## src/hw/rtl/keyword_token_classifier_top_defines.svh

```systemverilog
// ----------------------------------------------------------------------------
// Keyword token classifier assertion macros
// Shared concurrent assertion forms, clocked on clk; one form is qualified by rst_n.
// ----------------------------------------------------------------------------
`ifndef KEYWORD_TOKEN_CLASSIFIER_TOP_DEFINES_SVH
`define KEYWORD_TOKEN_CLASSIFIER_TOP_DEFINES_SVH

// Checked only while out of reset.
`define KTC_ASSERT_ON(lbl, prop, msg) \
  lbl: assert property (@(posedge clk) disable iff (!rst_n) prop) else $error(msg);

// Checked at every edge, reset included.
`define KTC_ASSERT_ALWAYS(lbl, prop, msg) \
  lbl: assert property (@(posedge clk) prop) else $error(msg);

`endif

```

## src/hw/rtl/ktc_pkg.sv

```systemverilog
// ----------------------------------------------------------------------------
// Keyword token classifier package
// Widths, hash constants, token kind codes and the fixed keyword table.
// ----------------------------------------------------------------------------
`default_nettype none

package ktc_pkg;

  localparam int CHAR_W          = 8;
  localparam int HASH_W          = 16;
  localparam int KIND_W          = 4;
  localparam int TABLE_SLOTS     = 32;
  localparam int MAX_KEYWORD_LEN = 4;
  localparam int KW_COUNT        = 10;
  localparam int KW_CHARS        = 4;

  // Length counter saturates at MAX_KEYWORD_LEN + 1.
  localparam int CNT_W = $clog2(MAX_KEYWORD_LEN + 2);
  localparam int IDX_W = $clog2(MAX_KEYWORD_LEN);

  localparam logic [HASH_W-1:0] HASH_SEED = HASH_W'(27);
  localparam logic [HASH_W-1:0] SLOT_MASK = HASH_W'(TABLE_SLOTS - 1);
  localparam logic [CNT_W-1:0]  CNT_MAX   = CNT_W'(MAX_KEYWORD_LEN);

  typedef enum logic [KIND_W-1:0] {
    KIND_INVALID = 4'd0,
    KIND_ADD     = 4'd1,
    KIND_SUB     = 4'd2,
    KIND_MUL     = 4'd3,
    KIND_DIV     = 4'd4,
    KIND_SWAP    = 4'd5,
    KIND_ROT     = 4'd6,
    KIND_POP     = 4'd7,
    KIND_DUP     = 4'd8,
    KIND_DROP    = 4'd9,
    KIND_NIP     = 4'd10
  } kind_t;

  typedef logic [CHAR_W-1:0] char_t;

  localparam char_t KW_TEXT [KW_COUNT][KW_CHARS] = '{
    '{8'h2B, 8'h00, 8'h00, 8'h00},  // +
    '{8'h2D, 8'h00, 8'h00, 8'h00},  // -
    '{8'h2A, 8'h00, 8'h00, 8'h00},  // *
    '{8'h2F, 8'h00, 8'h00, 8'h00},  // /
    '{"s", "w", "a", "p"},
    '{"r", "o", "t", 8'h00},
    '{"p", "o", "p", 8'h00},
    '{"d", "u", "p", 8'h00},
    '{"d", "r", "o", "p"},
    '{"n", "i", "p", 8'h00}
  };

  localparam int KW_LEN [KW_COUNT] = '{1, 1, 1, 1, 4, 3, 3, 3, 4, 3};

  localparam kind_t KW_KIND [KW_COUNT] = '{
    KIND_ADD, KIND_SUB, KIND_MUL, KIND_DIV, KIND_SWAP,
    KIND_ROT, KIND_POP, KIND_DUP, KIND_DROP, KIND_NIP
  };

  // One hash step: h * 31 + c, wrapping at the hash width.
  function automatic logic [HASH_W-1:0] hash_step(input logic [HASH_W-1:0] h,
                                                  input char_t c);
    hash_step = (h << 5) - h + HASH_W'(c);
  endfunction

  // Full hash of keyword k; constant-folded since k is always a loop constant.
  function automatic logic [HASH_W-1:0] kw_hash(input int k);
    logic [HASH_W-1:0] h;
    h = HASH_SEED;
    for (int i = 0; i < KW_CHARS; i++) begin
      if (i < KW_LEN[k]) begin
        h = hash_step(h, KW_TEXT[k][i]);
      end
    end
    kw_hash = h;
  endfunction

endpackage

`default_nettype wire

```

## src/hw/rtl/ktc_stream_if.sv

```systemverilog
// ----------------------------------------------------------------------------
// Keyword token classifier channels
// Valid/ready interfaces for the character stream and the token kind results.
// ----------------------------------------------------------------------------
`default_nettype none

interface ktc_char_if;
  import ktc_pkg::*;

  logic              valid;
  logic              ready;
  logic [CHAR_W-1:0] char_code;
  logic              token_end;

  modport source (output valid, output char_code, output token_end, input ready);
  modport sink   (input valid, input char_code, input token_end, output ready);
endinterface

interface ktc_kind_if;
  import ktc_pkg::*;

  logic              valid;
  logic              ready;
  logic [KIND_W-1:0] token_kind;

  modport source (output valid, output token_kind, input ready);
  modport sink   (input valid, input token_kind, output ready);
endinterface

`default_nettype wire

```

## src/hw/rtl/keyword_token_classifier_top.sv

```systemverilog
// ----------------------------------------------------------------------------
// Keyword token classifier
// Hashes a token one character per beat and looks it up in a fixed keyword
// table, giving one token kind beat per token.
// ----------------------------------------------------------------------------
//  channel  | direction | beat payload            | beats
//  in_ch    | sink      | char_code, token_end    | one per character
//  out_ch   | source    | token_kind              | one per token
//
// An accepted character is held in an input register; the hash step, length
// count and keyword compare then run combinationally from it into the token
// state and result registers, so one character can be taken every cycle
// unless a token end is waiting on a full result register.
// Reset is synchronous, active low, and leaves both registers empty.
// A stalled result holds back only a character that ends a token, and those behind it.
// ----------------------------------------------------------------------------
`default_nettype none

module keyword_token_classifier_top (
  input  wire logic clk,
  input  wire logic rst_n,
  ktc_char_if.sink  in_ch,
  ktc_kind_if.source out_ch
);
  import ktc_pkg::*;

`include "keyword_token_classifier_top_defines.svh"

  // Input register
  logic              s1_valid_r;
  char_t             s1_char_r;
  logic              s1_end_r;
  logic              s1_adv;

  // Token state
  logic [HASH_W-1:0] hash_r;
  logic [HASH_W-1:0] hash_nxt;
  logic [CNT_W-1:0]  cnt_r;
  logic [CNT_W-1:0]  cnt_nxt;
  char_t             store_r   [MAX_KEYWORD_LEN];
  char_t             store_nxt [MAX_KEYWORD_LEN];

  // Result register
  logic              out_valid_r;
  kind_t             out_kind_r;
  kind_t             kind_nxt;

  // A character moves on unless it ends a token and the result slot is full and not being taken.
  assign s1_adv      = s1_valid_r && (!s1_end_r || !out_valid_r || out_ch.ready);
  assign in_ch.ready = !s1_valid_r || s1_adv;

  always_ff @(posedge clk) begin
    if (!rst_n) begin
      s1_valid_r <= 1'b0;
    end else if (in_ch.ready) begin
      s1_valid_r <= in_ch.valid;
    end
  end

  always_ff @(posedge clk) begin
    if (in_ch.valid && in_ch.ready) begin
      s1_char_r <= in_ch.char_code;
      s1_end_r  <= in_ch.token_end;
    end
  end

  // Hash step, length count and character store including this character.
  always_comb begin
    hash_nxt  = hash_step(hash_r, s1_char_r);
    store_nxt = store_r;
    if (cnt_r < CNT_MAX) begin
      store_nxt[cnt_r[IDX_W-1:0]] = s1_char_r;
    end
    cnt_nxt = (cnt_r <= CNT_MAX) ? cnt_r + CNT_W'(1) : cnt_r;
  end

  // The lowest keyword whose hash lands in the slot owns it; the token must
  // then match that keyword in length and in every character.
  always_comb begin
    logic found;
    logic hit;
    found    = 1'b0;
    hit      = 1'b0;
    kind_nxt = KIND_INVALID;
    for (int k = 0; k < KW_COUNT; k++) begin
      if (!found && ((hash_nxt & SLOT_MASK) == (kw_hash(k) & SLOT_MASK))) begin
        found = 1'b1;
        hit   = (cnt_nxt == CNT_W'(KW_LEN[k]));
        for (int i = 0; i < KW_CHARS; i++) begin
          if (i < KW_LEN[k] && store_nxt[i] != KW_TEXT[k][i]) begin
            hit = 1'b0;
          end
        end
        if (hit) begin
          kind_nxt = KW_KIND[k];
        end
      end
    end
  end

  // Token state returns to its start value after the last character.
  always_ff @(posedge clk) begin
    if (!rst_n) begin
      hash_r <= HASH_SEED;
      cnt_r  <= '0;
    end else if (s1_adv) begin
      hash_r <= s1_end_r ? HASH_SEED : hash_nxt;
      cnt_r  <= s1_end_r ? '0 : cnt_nxt;
    end
  end

  always_ff @(posedge clk) begin
    if (s1_adv) begin
      store_r <= store_nxt;
    end
  end

  // Result register
  always_ff @(posedge clk) begin
    if (!rst_n) begin
      out_valid_r <= 1'b0;
    end else if (s1_adv && s1_end_r) begin
      out_valid_r <= 1'b1;
    end else if (out_ch.ready) begin
      out_valid_r <= 1'b0;
    end
  end

  always_ff @(posedge clk) begin
    if (s1_adv && s1_end_r) begin
      out_kind_r <= kind_nxt;
    end
  end

  assign out_ch.valid      = out_valid_r;
  assign out_ch.token_kind = out_kind_r;

  // Checks
  `KTC_ASSERT_ALWAYS(a_reset_empty, !rst_n |=> !s1_valid_r && !out_valid_r, "registers not empty after reset")
  `KTC_ASSERT_ON(a_end_gives_result, s1_adv && s1_end_r |=> out_valid_r, "token end gave no result")
  `KTC_ASSERT_ON(a_state_cleared, s1_adv && s1_end_r |=> hash_r == HASH_SEED && cnt_r == '0, "token state not cleared")
  `KTC_ASSERT_ON(a_cnt_bound, cnt_r <= CNT_MAX + CNT_W'(1), "length counter past saturation")
  `KTC_ASSERT_ON(a_kind_range, out_valid_r |-> out_kind_r <= KIND_NIP, "token kind out of range")

endmodule

`default_nettype wire

```

## src/flat_wrapper.sv

```systemverilog
// flat-port wrapper written by rule: the top's interface ports become plain ports
module keyword_token_classifier_top_flat import ktc_pkg::*;
  (clk, rst_n, in_ch_valid, in_ch_char_code, in_ch_token_end, in_ch_ready, out_ch_valid, out_ch_token_kind, out_ch_ready);
  ktc_char_if in_ch_i ();
  ktc_kind_if out_ch_i ();
  input  wire logic clk;
  input  wire logic rst_n;
  input wire logic [$bits(in_ch_i.valid)-1:0] in_ch_valid;
  input wire logic [$bits(in_ch_i.char_code)-1:0] in_ch_char_code;
  input wire logic [$bits(in_ch_i.token_end)-1:0] in_ch_token_end;
  output wire logic [$bits(in_ch_i.ready)-1:0] in_ch_ready;
  output wire logic [$bits(out_ch_i.valid)-1:0] out_ch_valid;
  output wire logic [$bits(out_ch_i.token_kind)-1:0] out_ch_token_kind;
  input wire logic [$bits(out_ch_i.ready)-1:0] out_ch_ready;
  assign in_ch_i.valid = in_ch_valid;
  assign in_ch_i.char_code = in_ch_char_code;
  assign in_ch_i.token_end = in_ch_token_end;
  assign in_ch_ready = in_ch_i.ready;
  assign out_ch_valid = out_ch_i.valid;
  assign out_ch_token_kind = out_ch_i.token_kind;
  assign out_ch_i.ready = out_ch_ready;
  keyword_token_classifier_top u_core (.clk(clk), .rst_n(rst_n), .in_ch(in_ch_i), .out_ch(out_ch_i));
endmodule
```

## config.mk

```make
export PLATFORM = sky130hd
export DESIGN_NAME = keyword_token_classifier_top_flat
export DESIGN_NICKNAME = d
export VERILOG_FILES = /design/src/hw/rtl/ktc_pkg.sv /design/src/hw/rtl/ktc_stream_if.sv /design/src/hw/rtl/keyword_token_classifier_top.sv /design/src/flat_wrapper.sv
export VERILOG_INCLUDE_DIRS = /design/src /design/src/hw/rtl
export SDC_FILE = /design/constraint.sdc
export NUM_CORES = 1
export LEC_CHECK = 0
export BUFFER_PORTS_ARGS = -buffer_cell sky130_fd_sc_hd__buf_2
export CAP_MARGIN = 25
export CORE_UTILIZATION = 45
export DETAILED_ROUTE_END_ITERATION = 16
export GPL_ROUTABILITY_DRIVEN = 1
export PLACE_DENSITY = 0.73
export SYNTH_ARGS = -nofsm -noshare
export SYNTH_HDL_FRONTEND = slang
export SYNTH_SLANG_ARGS = --single-unit
```

## constraint.sdc

```tcl
create_clock -name clk -period 3.25 [get_ports clk]
set_clock_uncertainty 0.05 [all_clocks]
set_input_delay 0.65 -clock clk [delete_from_list [all_inputs] [get_ports clk]]
set_output_delay 0.65 -clock clk [all_outputs]
set_load 0.02 [all_outputs]
```

After elaboration in Yosys (flattened, before gate mapping)
Index checks and enable logic that the tools add are counted.
{"block": "word_totals", "input_bits": 13, "word_cells": 152, "output_inout_bits": 6, "reg_bits": 66}
{"block": "op_classes", "muxes": 72, "addsub": 3, "bitwise": 1, "n_eq_ne": 32, "order_cmp": 4, "reduce_logical": 29}
{"op": "$ne A8 B7 Y1 const B", "count": 15}
{"op": "$mux W4", "count": 18}
{"op": "$mux W1", "count": 47}
{"op": "$bwmux W32", "count": 1}
{"op": "$mux W32", "count": 1}
{"op": "$ne A8 B6 Y1 const B", "count": 4}
{"op": "$eq A5 B5 Y1 const B", "count": 6}
{"op": "$add A16 B8 Y16", "count": 1}
{"op": "$demux W8 S2", "count": 1}
{"op": "$mux W16", "count": 1}
{"op": "$sub A16 B16 Y16", "count": 1}
{"op": "$eq A5 B4 Y1 const B", "count": 3}
{"op": "$logic_and A1 B1 Y1", "count": 13}
{"op": "$logic_not A1 Y1", "count": 12}
{"op": "$mux W8", "count": 1}
{"op": "$mux W3", "count": 2}
{"op": "$eq A5 B3 Y1 const B", "count": 1}
{"op": "$add A3 B1 Y3 const B", "count": 1}
{"op": "$eq A3 B1 Y1 const B", "count": 1}
{"op": "$eq A3 B2 Y1 const B", "count": 1}
{"op": "$eq A3 B3 Y1 const B", "count": 1}
{"op": "$ge A3 B3 Y1 const B", "count": 1}
{"op": "$le A3 B3 Y1 const B", "count": 1}
{"op": "$logic_or A1 B1 Y1", "count": 3}
{"op": "other kinds (4)", "count": 4}

Logic depth before layout (Yosys ltp)
{"block": "logic_depth", "word_depth": 33, "mapped_depth": 13}

Least setup slack after synthesis
Ideal clock, no wire load.
{"block": "synth_timing", "path_kind": "reg2reg", "start": "reg u_core.s1_char_r[0]", "end": "reg u_core.out_kind_r[0] (netlist: u_core.out_ch.token_kind[0]) (data pin)", "period_less_slack_ns": 2.787, "stages_incl_launch_ff": 14, "required_time_ns": 3.037, "path_buffers": 1, "path_slack_ns": 0.463, "arrival_ns": 2.575, "cell_sequence": "edfxtp_1 -> clkbuf_1 -> inv_1 -> ha_1 -> inv_1 -> ha_1 -> inv_1 -> fa_1 -> xnor2_1 -> nand2_1 -> or4b_1 -> nor2_1 -> a21oi_1 -> o221ai_1"}
{"block": "synth_via", "elab_chain_len": 30, "elab_cells_between_ends": 113}
{"item": "from (decl)", "line": "keyword_token_classifier_top.sv:31", "text": "char_t s1_char_r;"}
{"item": "from (signal assigned)", "line": "keyword_token_classifier_top.sv:62", "text": "s1_char_r <= in_ch.char_code;"}
{"item": "$add A16 B8 Y16", "line": "ktc_pkg.sv:64", "text": "hash_step = (h << 5) - h + HASH_W'(c);"}
{"item": "$eq A5 B5 Y1", "line": "keyword_token_classifier_top.sv:86", "text": "if (!found && ((hash_nxt & SLOT_MASK) == (kw_hash(k) & SLOT_MASK))) begin"}
{"item": "$mux W1", "line": "keyword_token_classifier_top.sv:86"}
{"item": "$logic_not A1 Y1", "line": "keyword_token_classifier_top.sv:86"}
{"item": "$logic_and A1 B1 Y1", "line": "keyword_token_classifier_top.sv:86"}
{"item": "$mux W1", "line": "keyword_token_classifier_top.sv:86"}
{"item": "$logic_not A1 Y1", "line": "keyword_token_classifier_top.sv:86"}
{"item": "$logic_and A1 B1 Y1", "line": "keyword_token_classifier_top.sv:86"}
{"item": "[... 15 more ...]"}
{"item": "$mux W1", "line": "keyword_token_classifier_top.sv:86"}
{"item": "$logic_not A1 Y1", "line": "keyword_token_classifier_top.sv:86"}
{"item": "$logic_and A1 B1 Y1", "line": "keyword_token_classifier_top.sv:86"}
{"item": "$mux W1", "line": "keyword_token_classifier_top.sv:86"}
{"item": "$logic_not A1 Y1", "line": "keyword_token_classifier_top.sv:86"}
{"item": "$logic_and A1 B1 Y1", "line": "keyword_token_classifier_top.sv:86"}
{"item": "$mux W4 *", "line": "keyword_token_classifier_top.sv:86"}
{"item": "named net u_core.kind_nxt[0]", "line": "keyword_token_classifier_top.sv:46", "text": "kind_t kind_nxt;"}
{"item": "to (signal assigned)", "line": "keyword_token_classifier_top.sv:131", "text": "out_kind_r <= kind_nxt;"}
{"item": "to (decl)", "line": "keyword_token_classifier_top.sv:45", "text": "kind_t out_kind_r;"}
Mark *: on every way through the listed nets, which the timed path passes. The rest lies on a longest branch. The select of a mux whose other input is x is not followed.
A chain may end at the register's enable or synchronous reset.

Final worst setup path
{"block": "layout_timing", "start": "reg u_core.s1_char_r[1]", "end": "reg u_core.out_kind_r[0] (netlist: u_core.out_ch.token_kind[0]) (data pin)"}
The elaborated chain is that of the path after synthesis.

==> impl_results.html <==
<table>
<tr><th>Metric</th><th>Value</th></tr>
<tr><th colspan="2">Status</th></tr>
<tr><td>Result of the run</td><td>finished, final reports clean</td></tr>
<tr><th colspan="2">Global routing</th></tr>
<tr><td>All-Layer GR Usage</td><td>19.59%</td></tr>
<tr><td>Wire length of the first global-routing pass</td><td>11,340 um</td></tr>
<tr><td>Pin count of the biggest net entering global routing</td><td>24</td></tr>
<tr><td>Global routing met2 resource utilization</td><td>between 30% and 40%</td></tr>
<tr><td>Met1 layer usage reported by global route</td><td>26.36%</td></tr>
<tr><td>Number of global-route vias before repair</td><td>2,200</td></tr>
<tr><td>Global routing usage on met3</td><td>2.828%</td></tr>
<tr><td>Number of antenna violations at the first check in global routing</td><td>0</td></tr>
<tr><td>Most Crowded Layer GR</td><td>met2</td></tr>
<tr><td>Remaining Overflow, GRT</td><td>0</td></tr>
<tr><th colspan="2">Routing</th></tr>
<tr><td>Detailed Routing Iterations Pass 1</td><td>4</td></tr>
<tr><td>Drt wl/cell</td><td>16.55 um</td></tr>
<tr><td>Antenna-violating nets left</td><td>0</td></tr>
<tr><td>Per-cell via count in the routed design</td><td>5.640</td></tr>
<tr><td>DRC violations left</td><td>0</td></tr>
<tr><td>WL final</td><td>7165 um</td></tr>
<tr><td>Initial drt markers</td><td>roughly 120</td></tr>
<tr><td>Total number of vias</td><td>2,442</td></tr>
<tr><th colspan="2">Synth</th></tr>
<tr><td>Number of instances in the synthesized netlist</td><td>314</td></tr>
<tr><td>Cell types occupying the most area after synthesis</td><td>sky130_fd_sc_hd__edfxtp_1 41%, sky130_fd_sc_hd__mux2_2 7.4%, sky130_fd_sc_hd__dfxtp_1 6.0%</td></tr>
<tr><td>Xor/xnor share of the synthesized area</td><td>1.800%</td></tr>
<tr><td>Top cells by instance count after synthesis</td><td>45 x sky130_fd_sc_hd__edfxtp_1, 28 x sky130_fd_sc_hd__nand2_1, 27 x sky130_fd_sc_hd__nor2_1</td></tr>
<tr><td>Fraction of post-synthesis cell area in the top cell type by area</td><td>40.51%</td></tr>
<tr><td>Cell with the most instances after synthesis</td><td>sky130_fd_sc_hd__edfxtp_1</td></tr>
<tr><td>Synthesized net count</td><td>340</td></tr>
<tr><td>Post-synthesis mux area share</td><td>10.95%</td></tr>
<tr><td>Number of different library cells in the post-synthesis netlist</td><td>60</td></tr>
<tr><td>Combinational family with the most area after synthesis</td><td>simple AND/OR/NAND/NOR gates</td></tr>
<tr><td>Cell type with the highest aggregate area in the netlist</td><td>sky130_fd_sc_hd__edfxtp_1</td></tr>
<tr><td>Synth Area per Inst</td><td>10.62 sq um</td></tr>
<tr><td>Leading register cell type out of synthesis</td><td>sky130_fd_sc_hd__edfxtp_1</td></tr>
<tr><td>Number of enable flip-flop cells after synthesis</td><td>45</td></tr>
<tr><td>Synthesized flop and latch total</td><td>55</td></tr>
<tr><td>Synth Area in Compound Gates</td><td>8.102%</td></tr>
<tr><td>Sequential share of the synthesized area</td><td>46.51%</td></tr>
<tr><td>Adder-cell area share of the yosys netlist</td><td>5.101%</td></tr>
<tr><td>Synth Area in Simple Gates</td><td>23.26%</td></tr>
<tr><td>Fraction of synthesis flops using an asynchronous set or reset pin</td><td>0%</td></tr>
<tr><td>Synthesized area</td><td>3336 sq um</td></tr>
<tr><td>Warnings from Yosys</td><td>0</td></tr>
<tr><th colspan="2">Setup path</th></tr>
<tr><td>Kind of end point of the critical path</td><td>register</td></tr>
<tr><td>Slowest CP cell</td><td>sky130_fd_sc_hd__or4b_1</td></tr>
<tr><td>Top fanout value on the critical path</td><td>5</td></tr>
<tr><td>Crit path required time</td><td>approximately 3.3 ns</td></tr>
<tr><td>Critical Setup Path Class</td><td>register to register</td></tr>
<tr><td>Crit start category</td><td>register</td></tr>
<tr><td>List of cells traversed by the critical path</td><td>ha_1 &gt; ha_1 &gt; inv_1 &gt; fa_1 &gt; xnor2_1 &gt; nand2_1 &gt; or4b_1 &gt; nor2_1 &gt; a21oi_1 &gt; o221ai_1</td></tr>
<tr><td>Highest cell delay on the worst timing path</td><td>slightly below 0.5 ns</td></tr>
<tr><td>Cell mode on critical path</td><td>sky130_fd_sc_hd__ha_1</td></tr>
<tr><td>Arrival time of data at the critical path endpoint</td><td>~3 ns</td></tr>
<tr><th colspan="2">Timing</th></tr>
<tr><td>Count of final setup violators</td><td>0</td></tr>
<tr><td>Min cycle time layout</td><td>roughly 2.9 ns</td></tr>
<tr><td>Max-slew violation count</td><td>0</td></tr>
<tr><td>Worst rel slew slack</td><td>59.85%</td></tr>
<tr><td>Period utilization</td><td>about nine tenths</td></tr>
<tr><td>Worst Max-Slew Pin Slew</td><td>0.6015 ns</td></tr>
<tr><td>Timing-limited maximum frequency</td><td>roughly 340 MHz</td></tr>
<tr><td>Setup repair after global routing missed its margin</td><td>no</td></tr>
<tr><td>Total negative slack</td><td>0 ns</td></tr>
<tr><td>Final count of hold timing violations</td><td>0</td></tr>
<tr><td>Final worst hold slack</td><td>0.4624 ns</td></tr>
<tr><th colspan="2">Layout</th></tr>
<tr><td>Antenna diodes</td><td>0</td></tr>
<tr><td>Synthesis-to-finish area growth</td><td>9.265%</td></tr>
<tr><td>Ratio of cells with drive above 1 in the final layout</td><td>20.36%</td></tr>
<tr><td>Total number of nets in the final design</td><td>360</td></tr>
<tr><th colspan="2">Floorplan</th></tr>
<tr><td>Initial Util</td><td>46.24%</td></tr>
<tr><td>Row count</td><td>31</td></tr>
<tr><td>IO Count</td><td>19</td></tr>
<tr><td>Vertical die dimension</td><td>88.10 um</td></tr>
<tr><td>Core area</td><td>just over 7000 sq um</td></tr>
<tr><td>Die Outline Area</td><td>just under 8000 sq um</td></tr>
<tr><td>Horiz. Die Dim</td><td>88.10 um</td></tr>
<tr><th colspan="2">Clock tree</th></tr>
<tr><td>Clock latency of the later-clocked register in the worst-skew pair</td><td>0.31 ns</td></tr>
<tr><td>Number of buffers inserted during clock tree synthesis</td><td>5</td></tr>
<tr><td>CTS tree</td><td>yes</td></tr>
<tr><td>Number of buffers inserted by post-CTS setup repair</td><td>0</td></tr>
<tr><td>CTS max path bufs</td><td>2</td></tr>
<tr><td>Root buffer cell</td><td>sky130_fd_sc_hd__clkbuf_8</td></tr>
<tr><td>Clock-pin slew on the worst setup and hold paths</td><td>~0.090 ns</td></tr>
<tr><td>Hold-fix buffer count after cts</td><td>0</td></tr>
<tr><td>Post-CTS sizing</td><td>0</td></tr>
<tr><td>H-tree depth reported by CTS</td><td>2</td></tr>
<tr><td>Count of clock tree sinks</td><td>55</td></tr>
<tr><th colspan="2">Power and ir drop</th></tr>
<tr><td>Leak pwr</td><td>0.001386 uW</td></tr>
<tr><td>Largest vdd supply drop</td><td>255.2 uV</td></tr>
<tr><td>Power per unit of standard cell area</td><td>407.4 nW/um^2</td></tr>
<tr><th colspan="2">Flow run</th></tr>
<tr><td>Max-cap viol count</td><td>0</td></tr>
<tr><th colspan="2">Place</th></tr>
<tr><td>Port Buf Inserts</td><td>18</td></tr>
<tr><td>HPWL Detailed</td><td>5530 um</td></tr>
<tr><td>Gpl congestion</td><td>around 0.95</td></tr>
<tr><th colspan="2">Hold path</th></tr>
<tr><td>Path class of the lowest-slack min-delay path</td><td>input pin to register</td></tr>
</table>
## stage by stage
stage	cells	instance area, sq um	worst slack (ns)	power [uW]	util (%)
2_1_floorplan	314	3336	0.4627	995.0	-
3_3_place_gp	426	3538	0.5146	1056	49.05
3_5_place_dp	426	3538	0.4081	1059	49.05
4_1_cts	433	3645	0.3634	1495	50.52
5_1_grt	433	3645	0.1599	1545	50.52
6_report	433	3645	0.3354	1485	50.52
## critical path, delay by kind of cell (launching register included)
kind	cells	cell delay, ns
compound gates	2	0.29
xor+xnor	1	0.39
fa+ha+maj	3	0.89
buf+inv	1	0.06
flops	1	0.40
simple gates	3	0.68
## power by group
group	leakage (uW)	internal (uW)	switching (uW)	total, uW
Combinational	0.000828	87.6	136	224
Sequential	0.000507	797	24.0	821
Clock	0.0000502	225	215	440
Total	0.00139	1110	375	1490
## flip-flops by register name, summed over array words and instances, names as in the netlist
name / count
u_core.cnt_r: 3
u_core.out_ch.token_kind: 4
u_core.hash_r: 5
u_core.s1_end_r: 1
u_core.s1_valid_r: 1
u_core.out_ch.valid: 1
u_core.s1_char_r: 8
u_core.store_r: 32
## path summary, 6_finish.rpt
check / start / to / slack, ns / cells past startpoint
min: in_ch_char_code[6] / u_core.s1_char_r[6]$_DFFE_PP_ / 0.46 / 1
max reg2reg: u_core.s1_char_r[1]$_DFFE_PP_ / u_core.out_ch.token_kind[0]$_DFFE_PP_ / 0.34 / 10
min reg2reg: u_core.hash_r[2]$_SDFFE_PN0P_ / u_core.hash_r[2]$_SDFFE_PN0P_ / 0.49 / 2
max: u_core.s1_char_r[1]$_DFFE_PP_ / u_core.out_ch.token_kind[0]$_DFFE_PP_ / 0.34 / 10
## placed cells by master (no fill, tap or decap), types with 8 or more instances in the layout
| cell | count |
|---|---|
| sky130_fd_sc_hd__buf_4 | 8 |
| sky130_fd_sc_hd__nor3_1 | 13 |
| sky130_fd_sc_hd__buf_2 | 18 |
| sky130_fd_sc_hd__mux2i_1 | 8 |
| sky130_fd_sc_hd__o21ai_0 | 14 |
| sky130_fd_sc_hd__mux2_2 | 22 |
| sky130_fd_sc_hd__ha_1 | 12 |
| sky130_fd_sc_hd__nand2_1 | 28 |
| sky130_fd_sc_hd__inv_1 | 19 |
| sky130_fd_sc_hd__dfxtp_1 | 10 |
| sky130_fd_sc_hd__edfxtp_1 | 45 |
| sky130_fd_sc_hd__nor2_1 | 27 |
| sky130_fd_sc_hd__nand2b_1 | 10 |
## logic make-up (layout without fill, tap and decap cells)
family,Yosys count,in the layout
and+or+nand+nor,134,134
DFF,55,55
AOI/OAI and AO/OA,42,42
muxes,32,32
buffers and inverters,32,52
adders and majority gates,13,13
xor gates and xnor gates,6,6
## routing by layer
| metal | share of wire, % | routed length, um | up-vias |
|---|---|---|---|
| met4 | 3.3 | 240 | 0 |
| li1 | - | - | 1191 |
| met5 | 0 | 0 | - |
| met2 | 47 | 3338 | 64 |
| met3 | 4.3 | 309 | 21 |
| met1 | 46 | 3278 | 1166 |
## cell type report
| cell class | count | area [sq um] |
|---|---|---|
| fill | 662 | 3570 |
| multi-input combinational | 227 | 1642 |
| sequential | 55 | 1551 |
| timing repair buffer | 26 | 150.1 |
| tap | 99 | 123.9 |
| inverter | 19 | 71.32 |
| clock buffer | 5 | 68.82 |
| clock inverter | 2 | 37.54 |
No activity file was read; power rests on OpenSTA's default activity.
